## config.mk

```make
export PLATFORM = sky130hd
export DESIGN_NAME = packet_ring_queue_top_flat
export DESIGN_NICKNAME = d
export VERILOG_FILES = /design/src/rtl/prq_pkg.sv /design/src/rtl/prq_if.sv /design/src/rtl/prq_front.sv /design/src/rtl/prq_back.sv /design/src/rtl/packet_ring_queue_top.sv /design/src/flat_wrapper.sv
export SDC_FILE = /design/constraint.sdc
export NUM_CORES = 2
export LEC_CHECK = 0
export BUFFER_PORTS_ARGS = -buffer_cell sky130_fd_sc_hd__clkbuf_2
export CAP_MARGIN = 20
export CORE_AREA = 3 3 449 362
export DETAILED_ROUTE_END_ITERATION = 16
export DIE_AREA = 0 0 452 365
export PLACE_DENSITY_LB_ADDON = 0.05
export SETUP_SLACK_MARGIN = 0.3
export SYNTH_ARGS = -nofsm -noshare
export SYNTH_HDL_FRONTEND = slang
export SYNTH_HIERARCHICAL = 1
export SYNTH_SLANG_ARGS = --single-unit
```

## constraint.sdc

```tcl
create_clock -name clk -period 12.7 [get_ports clk]
set_input_delay 1.905 -clock clk [delete_from_list [all_inputs] [get_ports clk]]
set_output_delay 1.905 -clock clk [all_outputs]
set_load 0.02 [all_outputs]
```

## src/rtl/prq_pkg.sv

```systemverilog
// ----------------------------------------------------------------------------
// prq_pkg: shared types and codes of the packet ring queue
// Field widths, status codes and the front-to-back operation record.
// ----------------------------------------------------------------------------
package prq_pkg;

	localparam int DATA_W   = 8;
	localparam int STATUS_W = 3;
	localparam int OCC_W    = 4;

	typedef enum logic [STATUS_W-1:0] {
		ST_STORED    = 3'd0,
		ST_DROPPED   = 3'd1,
		ST_TRUNC     = 3'd2,
		ST_POP_BYTE  = 3'd3,
		ST_POP_EMPTY = 3'd4
	} status_t;

	typedef enum logic {
		OP_PUSH = 1'b0,
		OP_POP  = 1'b1
	} op_kind_t;

	typedef struct packed {
		op_kind_t          kind;
		logic [DATA_W-1:0] data;
		logic              last;
	} op_t;

	// front queue head as seen by the back end
	typedef struct packed {
		logic valid;
		op_t  op;
	} op_chan_t;

endpackage

```

## src/rtl/prq_if.sv

```systemverilog
// ----------------------------------------------------------------------------
// prq_if: channel interfaces of the packet ring queue
// Command channel into the queue and result channel out of it.
// ----------------------------------------------------------------------------
interface prq_req_if;
	import prq_pkg::*;
	logic              valid;
	logic              ready;
	logic              command;
	logic [DATA_W-1:0] push_byte;
	logic              push_last;

	modport source (output valid, command, push_byte, push_last, input ready);
	modport sink   (input valid, command, push_byte, push_last, output ready);
endinterface

interface prq_rsp_if;
	import prq_pkg::*;
	logic                valid;
	logic                ready;
	logic [DATA_W-1:0]   pop_byte;
	logic                pop_last;
	logic [STATUS_W-1:0] status;
	logic [OCC_W-1:0]    occupancy;

	modport source (output valid, pop_byte, pop_last, status, occupancy, input ready);
	modport sink   (input valid, pop_byte, pop_last, status, occupancy, output ready);
endinterface

```

## src/rtl/prq_front.sv

```systemverilog
// ----------------------------------------------------------------------------
// prq_front: command intake
// Takes request transactions, decodes them into push/pop operations and
// holds them in a two-entry queue for the back end.
// ----------------------------------------------------------------------------
module prq_front (
	input  logic               clk,
	input  logic               arst_n,
	prq_req_if.sink            req,
	output prq_pkg::op_chan_t  op,
	input  logic               op_take
);
	import prq_pkg::*;

	op_t        q_mem [2];
	logic       wr_ptr_q;
	logic       rd_ptr_q;
	logic [1:0] fill_q;
	logic       accept;
	op_t        dec;

	assign req.ready = (fill_q != 2'd2);
	assign accept    = req.valid && req.ready;

	always_comb begin
		dec = '0;
		unique case (req.command)
			1'b0: begin
				dec.kind = OP_PUSH;
				dec.data = req.push_byte;
				dec.last = req.push_last;
			end
			1'b1: begin
				dec.kind = OP_POP;
			end
			default: dec = '0;
		endcase
	end

	always_ff @(posedge clk) begin
		if (accept) begin
			q_mem[wr_ptr_q] <= dec;
		end
	end

	always_ff @(posedge clk or negedge arst_n) begin
		if (!arst_n) begin
			wr_ptr_q <= 1'b0;
			rd_ptr_q <= 1'b0;
			fill_q   <= 2'd0;
		end else begin
			if (accept) begin
				wr_ptr_q <= ~wr_ptr_q;
			end
			if (op_take) begin
				rd_ptr_q <= ~rd_ptr_q;
			end
			unique case ({accept, op_take})
				2'b10:   fill_q <= fill_q + 2'd1;
				2'b01:   fill_q <= fill_q - 2'd1;
				default: fill_q <= fill_q;
			endcase
		end
	end

	assign op.valid = (fill_q != 2'd0);
	assign op.op    = q_mem[rd_ptr_q];

endmodule

```

## src/rtl/prq_back.sv

```systemverilog
// ----------------------------------------------------------------------------
// prq_back: packet ring engine
// Executes push and pop operations against the slot ring, owns the byte and
// length memories and the result register.
// ----------------------------------------------------------------------------
module prq_back #(
	parameter int SLOTS      = 8,
	parameter int SLOT_BYTES = 32
) (
	input  logic               clk,
	input  logic               arst_n,
	input  prq_pkg::op_chan_t  op,
	output logic               op_take,
	prq_rsp_if.source          rsp
);
	import prq_pkg::*;

	localparam int SW    = $clog2(SLOTS);
	localparam int OW    = $clog2(SLOT_BYTES + 1);
	localparam int CW    = $clog2(SLOTS + 1);
	localparam int DEPTH = SLOTS * SLOT_BYTES;
	localparam int AW    = $clog2(DEPTH);

	typedef enum logic {S_IDLE, S_STREAM} state_t;

	// storage
	logic [DATA_W-1:0] byte_mem [DEPTH];
	logic [OW-1:0]     len_mem  [SLOTS];
	logic [DATA_W-1:0] byte_rd_q;
	logic [OW-1:0]     len_rd_q;

	// ring state
	state_t        state_q;
	logic [SW-1:0] head_q;
	logic [SW-1:0] tail_q;
	logic [CW-1:0] count_q;
	logic [OW-1:0] offset_q;
	logic          dropping_q;
	logic [AW-1:0] base_q;
	logic [OW-1:0] out_idx_q;

	// result register
	logic                out_valid_q;
	logic [DATA_W-1:0]   out_byte_q;
	logic                out_last_q;
	status_t             out_status_q;
	logic [OCC_W-1:0]    out_occ_q;

	logic          out_free;
	logic          out_load;
	logic          idle_op;
	logic          do_push;
	logic          do_pop_empty;
	logic          do_pop_start;
	logic          stream_load;
	logic          last_byte;
	logic          drop_now;
	logic          fits;
	logic          store_wr;
	logic          len_wr;
	logic [OW-1:0] len_wr_val;
	logic          rd_en;
	logic [AW-1:0] rd_addr;
	logic [AW-1:0] tail_base;
	logic [AW-1:0] head_base;
	logic [CW-1:0] count_push;
	logic [SW-1:0] tail_next;
	logic [SW-1:0] head_next;
	status_t       push_status;

	assign out_free  = !out_valid_q || rsp.ready;
	assign idle_op   = (state_q == S_IDLE) && op.valid;
	assign tail_base = AW'(tail_q) * AW'(SLOT_BYTES);
	assign head_base = AW'(head_q) * AW'(SLOT_BYTES);
	assign tail_next = (tail_q == SW'(SLOTS - 1)) ? '0 : tail_q + 1'b1;
	assign head_next = (head_q == SW'(SLOTS - 1)) ? '0 : head_q + 1'b1;

	// a packet whose first byte finds every slot taken is discarded whole
	assign drop_now = dropping_q || (offset_q == '0 && count_q == CW'(SLOTS));
	assign fits     = offset_q < OW'(SLOT_BYTES);

	assign do_push      = idle_op && op.op.kind == OP_PUSH && out_free;
	assign do_pop_empty = idle_op && op.op.kind == OP_POP && count_q == '0 && out_free;
	assign do_pop_start = idle_op && op.op.kind == OP_POP && count_q != '0;
	assign op_take      = do_push || do_pop_empty || do_pop_start;

	assign push_status = drop_now ? ST_DROPPED : (fits ? ST_STORED : ST_TRUNC);
	assign count_push  = (!drop_now && op.op.last) ? count_q + 1'b1 : count_q;
	assign store_wr    = do_push && !drop_now && fits;
	assign len_wr      = do_push && !drop_now && op.op.last;
	assign len_wr_val  = fits ? offset_q + 1'b1 : offset_q;

	assign last_byte   = OW'(out_idx_q + 1'b1) == len_rd_q;
	assign stream_load = (state_q == S_STREAM) && out_free;
	assign rd_en       = do_pop_start || (stream_load && !last_byte);
	assign rd_addr     = do_pop_start ? head_base : base_q + AW'(out_idx_q) + 1'b1;

	// result register takes a new transaction
	assign out_load    = do_push || do_pop_empty || stream_load;

	always_ff @(posedge clk) begin
		if (store_wr) begin
			byte_mem[tail_base + AW'(offset_q)] <= op.op.data;
		end
		if (rd_en) begin
			byte_rd_q <= byte_mem[rd_addr];
		end
		if (len_wr) begin
			len_mem[tail_q] <= len_wr_val;
		end
		if (do_pop_start) begin
			len_rd_q <= len_mem[head_q];
		end
	end

	always_ff @(posedge clk or negedge arst_n) begin
		if (!arst_n) begin
			state_q      <= S_IDLE;
			head_q       <= '0;
			tail_q       <= '0;
			count_q      <= '0;
			offset_q     <= '0;
			dropping_q   <= 1'b0;
			base_q       <= '0;
			out_idx_q    <= '0;
			out_valid_q  <= 1'b0;
			out_byte_q   <= '0;
			out_last_q   <= 1'b0;
			out_status_q <= ST_STORED;
			out_occ_q    <= '0;
		end else begin
			if (out_load) begin
				out_valid_q <= 1'b1;
			end else if (rsp.ready) begin
				out_valid_q <= 1'b0;
			end
			unique case (state_q)
				S_IDLE: begin
					if (do_push) begin
						out_byte_q   <= '0;
						out_last_q   <= 1'b0;
						out_status_q <= push_status;
						out_occ_q    <= OCC_W'(count_push);
						if (drop_now) begin
							dropping_q <= !op.op.last;
						end else if (op.op.last) begin
							tail_q   <= tail_next;
							count_q  <= count_push;
							offset_q <= '0;
						end else if (fits) begin
							offset_q <= offset_q + 1'b1;
						end
					end else if (do_pop_empty) begin
						out_byte_q   <= '0;
						out_last_q   <= 1'b0;
						out_status_q <= ST_POP_EMPTY;
						out_occ_q    <= OCC_W'(count_q);
					end else if (do_pop_start) begin
						head_q    <= head_next;
						count_q   <= count_q - 1'b1;
						base_q    <= head_base;
						out_idx_q <= '0;
						state_q   <= S_STREAM;
					end
				end
				S_STREAM: begin
					if (stream_load) begin
						out_byte_q   <= byte_rd_q;
						out_last_q   <= last_byte;
						out_status_q <= ST_POP_BYTE;
						out_occ_q    <= OCC_W'(count_q);
						out_idx_q    <= out_idx_q + 1'b1;
						if (last_byte) begin
							state_q <= S_IDLE;
						end
					end
				end
				default: state_q <= S_IDLE;
			endcase
		end
	end

	assign rsp.valid     = out_valid_q;
	assign rsp.pop_byte  = out_byte_q;
	assign rsp.pop_last  = out_last_q;
	assign rsp.status    = out_status_q;
	assign rsp.occupancy = out_occ_q;

	a_count_bound: assert property (@(posedge clk) disable iff (!arst_n)
		count_q <= CW'(SLOTS))
		else $error("packet count above slot count");

	a_empty_ring: assert property (@(posedge clk) disable iff (!arst_n)
		count_q == '0 |-> head_q == tail_q)
		else $error("empty ring with head and tail apart");

	a_drop_clean: assert property (@(posedge clk) disable iff (!arst_n)
		dropping_q |-> offset_q == '0)
		else $error("dropping a packet that has stored bytes");

	a_pop_enters_stream: assert property (@(posedge clk) disable iff (!arst_n)
		do_pop_start |=> state_q == S_STREAM && len_rd_q != '0)
		else $error("pop of a held packet did not start streaming");

	a_stream_index: assert property (@(posedge clk) disable iff (!arst_n)
		state_q == S_STREAM |-> out_idx_q < len_rd_q)
		else $error("stream index past packet length");

endmodule

```

## src/rtl/packet_ring_queue_top.sv

```systemverilog
// ----------------------------------------------------------------------------
// packet_ring_queue_top: variable-length packet ring queue
// Stores packets byte by byte into a ring of fixed-size slots and replays
// the oldest packet on a pop command.
// ----------------------------------------------------------------------------
//
//  channel | dir | transaction carries               | per transaction
//  --------+-----+-----------------------------------+-------------------------
//  req     | in  | command, push_byte, push_last     | one push byte or one pop
//  rsp     | out | pop_byte, pop_last, status,       | one per push, one per
//          |     | occupancy                         | popped byte, one on empty
//
// Flow: a push and a pop on an empty ring are each done by the back end straight
// from its idle state and run back to back. A pop of an N-byte packet first
// reads the slot length and the first byte out of the byte memory, then one
// byte per cycle follows from its single read port while rsp is not stalled.
// Reset: arst_n clears the ring pointers, the packet count, the build state
// and both handshakes at once. Byte and length memories are not cleared;
// a slot is only read after a packet was written into it.
// Stalls: a two-entry request queue sits between intake and engine, so req
// keeps taking transactions while a pop streams, until the queue fills. A
// stalled rsp holds the engine; the result register frees as it is taken.
//
module packet_ring_queue_top #(
	parameter int SLOTS      = 8,   // packet slots in the ring, 2 to 15
	parameter int SLOT_BYTES = 32   // bytes per slot, 4 to 64
) (
	input  logic      clk,
	input  logic      arst_n,
	prq_req_if.sink   req,
	prq_rsp_if.source rsp
);
	import prq_pkg::*;

	// operation at the head of the intake queue, and its pop strobe
	op_chan_t op;
	logic     op_take;

	// intake: decode and buffer request transactions
	prq_front u_front (
		.clk     (clk),
		.arst_n  (arst_n),
		.req     (req),
		.op      (op),
		.op_take (op_take)
	);

	// engine: ring bookkeeping, memories and the result register
	prq_back #(
		.SLOTS      (SLOTS),
		.SLOT_BYTES (SLOT_BYTES)
	) u_back (
		.clk     (clk),
		.arst_n  (arst_n),
		.op      (op),
		.op_take (op_take),
		.rsp     (rsp)
	);

endmodule
```

## src/flat_wrapper.sv

```systemverilog
// flat-port wrapper written by rule: the top's interface ports become plain ports
module packet_ring_queue_top_flat import prq_pkg::*;
#(
	parameter int SLOTS      = 8,                                       
	parameter int SLOT_BYTES = 32                             
)
  (clk, arst_n, req_valid, req_command, req_push_byte, req_push_last, req_ready, rsp_valid, rsp_pop_byte, rsp_pop_last, rsp_status, rsp_occupancy, rsp_ready);
  prq_req_if req_i ();
  prq_rsp_if rsp_i ();
  input  logic clk;
  input  logic arst_n;
  input wire logic [$bits(req_i.valid)-1:0] req_valid;
  input wire logic [$bits(req_i.command)-1:0] req_command;
  input wire logic [$bits(req_i.push_byte)-1:0] req_push_byte;
  input wire logic [$bits(req_i.push_last)-1:0] req_push_last;
  output wire logic [$bits(req_i.ready)-1:0] req_ready;
  output wire logic [$bits(rsp_i.valid)-1:0] rsp_valid;
  output wire logic [$bits(rsp_i.pop_byte)-1:0] rsp_pop_byte;
  output wire logic [$bits(rsp_i.pop_last)-1:0] rsp_pop_last;
  output wire logic [$bits(rsp_i.status)-1:0] rsp_status;
  output wire logic [$bits(rsp_i.occupancy)-1:0] rsp_occupancy;
  input wire logic [$bits(rsp_i.ready)-1:0] rsp_ready;
  assign req_i.valid = req_valid;
  assign req_i.command = req_command;
  assign req_i.push_byte = req_push_byte;
  assign req_i.push_last = req_push_last;
  assign req_ready = req_i.ready;
  assign rsp_valid = rsp_i.valid;
  assign rsp_pop_byte = rsp_i.pop_byte;
  assign rsp_pop_last = rsp_i.pop_last;
  assign rsp_status = rsp_i.status;
  assign rsp_occupancy = rsp_i.occupancy;
  assign rsp_i.ready = rsp_ready;
  packet_ring_queue_top #(.SLOTS(SLOTS), .SLOT_BYTES(SLOT_BYTES)) u_core (.clk(clk), .arst_n(arst_n), .req(req_i), .rsp(rsp_i));
endmodule
```

==> flow_summary.yaml <==
run_status:
  outcome: "finished clean"
synth:
  syn_nets: 5459
  synth_top_area_frac: 0.734
  synth_xor_area_frac: 0.00348
  synth_top_family_by_area: "compound AO/OA/AOI/OAI gates"
  syn_area_per_cell_um2: 16.0
  yosysTopAreaCell: "edfxtp_1"
  ys_seq_area_frac: 0.748
  synthTopCellsByArea: "edfxtp_1 (73%), mux4_2 (4.8%), mux2i_1 (2.1%)"
  yosys_warnings: 6
  synthCells: 5429
  synth_edf_count: 2130
  synth_compound_area_frac: 0.0825
  synth_flop_cell: "edfxtp_1"
  ys_types: 95
  synth.area.mux_share: 0.0772
  synthArstFlopShare: 0.0220
  synth_seq_cells: 2178
  synth_area_um2: 87100
  synth_fa_ha_area_frac: 0.00230
  yosys.area_share.simple: 0.0660
layout:
  drive_above_1_share: 0.137
  finalCoreUtilization: 0.606
  layout_commonest_cell: "edfxtp_1"
  final_cell_mix: "edfxtp_1 (2,130), nor2_1 (467), nand2_1 (442)"
  areaGrowthSynthToFinish_pct: 10.4
  fin_area_um2: 96200
  layout.nets: 5454
setup_path:
  path_cells: "mux2_1 > nand3b_1 > o21ai_4 > buf_4 > buf_4 > mux2i_1 > a2111oi_0 > dlymetal6s2s_1 > o311ai_0 > o22a_1 > o32ai_1"
  criticalPathCategory: "reg2reg"
  worstPathMaxFanout: 43
  slowest_delay_ps: 850
  crit_family: "compound AO/OA/AOI/OAI gates"
  path_buf_inv: 3
  start_kind: "flop"
  critical_path_arrival_ps: 6500
  worstPathRequired_ps: 13280
  cp_common_cell: "buf_4"
  cpMaxStageDelayCell: "dfrtp_1"
  worst_setup_path_end_kind: "flop"
clocking:
  clockRootBuffer: "clkbuf_16"
  htreeDepth: 4
  cts_hold_buf: 0
  insertion_delay_ps: 850
  cts_tree: "built"
  clkTransAtPathRegs_ps: 70
  cts_sinks: 2178
  cts_setup_buffers: 0
  numCtsBuffers: 207
  clk_path_buf_depth: 3
  cts_resized: 0
power:
  finalPower_uw: 25200
  clockPowerShare: 0.235
  ir_drop_mv: 0.291
  power_density_nw_per_um2: 262
  p_seq_frac: 0.359
  combPwrFrac: 0.406
  p_int_uw: 15000
  switchingPower_uw: 10200
  power_leakage_uw: 0.0304
  power_switching_share: 0.405
route:
  wl_met2_um: 112000
  wl_um: 263000
  dr.pass1.iters: 8
  num_vias: 52100
  avgRoutedWirePerCell_um: 34.0
  drc_errors: 0
  drtIter0Drc: 8110
  route.top_layer_used: "met5"
  m1WireLength_um: 110000
  detail-route-antenna-nets: 0
  viasPerCell: 6.74
  dr_wl_met3_um: 32600
global_routing:
  grt_use_total: 0.318
  grt_pass1_wl_um: 371000
  antenna_found_initial: 12
  grt_overflow_total: 0
  grt_max_degree: 132
  first_global_vias: 48500
sta:
  period_share: 0.466
  finClkSkew_ps: 46.7
  rsz0062_at_grt: "no"
  setup_viol: 0
  fin_tns_setup_ps: 0
  slew-limit-headroom: 0.256
  hold_violations: 0
  max_freq_ghz: 0.169
  slew_violations: 0
  worst_slew_pin_slew_ps: 1110
  fin_crit_ps: 5920
floorplan:
  initial_core_util: 0.548
  coreArea_um2: 159000
  dieArea_um2: 165000
  die_h_um: 365
  io_pins: 32
  rows: 131
  die_w_um: 452
hold_path:
  hp-class: "reg2reg"
placed_design:
  port_buffers: 31
  dpl.hpwl_um: 155000
  gp_congestion: 0.887
  placed_area_um2: 89700
job:
  maxCapViolations: 0
## cell type report
cell class / count / area [µm²]
well taps: 2128 / 2660
clock buffers: 263 / 5560
fillers: 11800 / 62700
clock inverters: 109 / 850
flip-flops and latches: 2178 / 65200
inverters: 11 / 56.3
repair buffers: 174 / 1300
multi-input cells: 2852 / 20600
diodes: 6 / 15.0
## tightest hold or removal path, stage by stage, from the launching register on
cell,delay (ps)
dfrtp_1,340
nand3_1,60
nand2_1,60
## registers in the layout, summed over array words and instances, names as in the netlist, 4 cells and up
name	cells
u_core/u_back/offset_q	6
u_core/u_back/count_q	4
u_core/u_back/len_rd_q	6
u_core/u_back/byte_rd_q	8
u_core/u_front/q_mem	20
u_core/u_back/byte_mem	2048
u_core/u_back/out_idx_q	6
u_core/u_back/rsp.occupancy	4
u_core/u_back/rsp.pop_byte	8
u_core/u_back/len_mem	48
## metrics by stage
stage / std cells / hold WS [ps] / worst slack (ps)
2_1_floorplan: 5429 / 415 / 8280
3_3_place_gp: 7332 / 475 / 6650
3_5_place_dp: 7336 / 485 / 6680
4_1_cts: 7708 / 501 / 6790
5_1_grt: 7715 / 519 / 6500
6_report: 7721 / 497 / 6780
## cell usage after synthesis, types with 11 or more instances
cell          n
and3_1       21
o22ai_1     112
xnor2_1      18
nor2b_1      61
a32oi_1      11
clkbuf_1    177
nor4_1       11
o2111ai_1    23
nor3_1      106
o311a_1      43
nand4_1      11
o311ai_0     17
nand2b_1     18
a211oi_1     65
ha_1         16
o31ai_1      33
nand3_1     102
dfrtp_1      48
nand2_1     450
o211ai_1     24
a311oi_1     23
a221oi_1     19
mux2_2       56
buf_4        21
a31oi_1      70
or3_1        34
mux4_2      186
o221ai_1     53
xor2_1       11
o21ai_0     206
a2111oi_0    18
edfxtp_1   2130
a22oi_1      29
nor2_1      471
o22a_1       11
buf_1        43
mux2i_1     179
buf_2       144
a21oi_1     201
## power by group through the flow
stage	registers (µW)	clock network (µW)	logic, µW
after floorplan	9300	0	5760
after global placement	9200	0	9960
after detailed placement	9200	0	9990
after CTS	9050	6010	10000
after global routing	9060	6320	10600
final	9060	5940	10200
## final timing paths
path                                                 end  depth (start not counted)  slack, ps                          start
hold / removal             u_core/u_back/rsp.pop_byte[1]                          2        500  u_core/u_back/rsp.pop_byte[1]
setup reg to reg              u_core/u_back/byte_rd_q[5]                         11       6780        u_core/u_front/rd_ptr_q
max in group asynchronous     u_core/u_back/out_idx_q[0]                          2      10980                         arst_n
setup / recovery              u_core/u_back/byte_rd_q[5]                         11       6780        u_core/u_front/rd_ptr_q
min in group asynchronous        u_core/u_front/rd_ptr_q                          2       1210                         arst_n
hold reg to reg            u_core/u_back/rsp.pop_byte[1]                          2        500  u_core/u_back/rsp.pop_byte[1]
## per-layer routing
layer  global-route usage  vias to the layer above
li1                     -                    21500
met1                0.490                    26900
met2                0.443                     3176
met3               0.0835                      499
met4                0.104                        4
met5                    0                        -
## kinds of logic (layout without fill, tap and decap cells)
logic type                 count (synthesis)  count (layout)
AOI/OAI and AO/OA                       1057            1057
xor gates and xnor gates                  32              32
adders and majority gates                 16              16
buffers and inverters                    399             557
DFF                                     2178            2178
muxes                                    431             431
other                                      0               6
and+or+nand+nor                         1316            1316
Note: power is estimated with default switching activity, not from simulation.
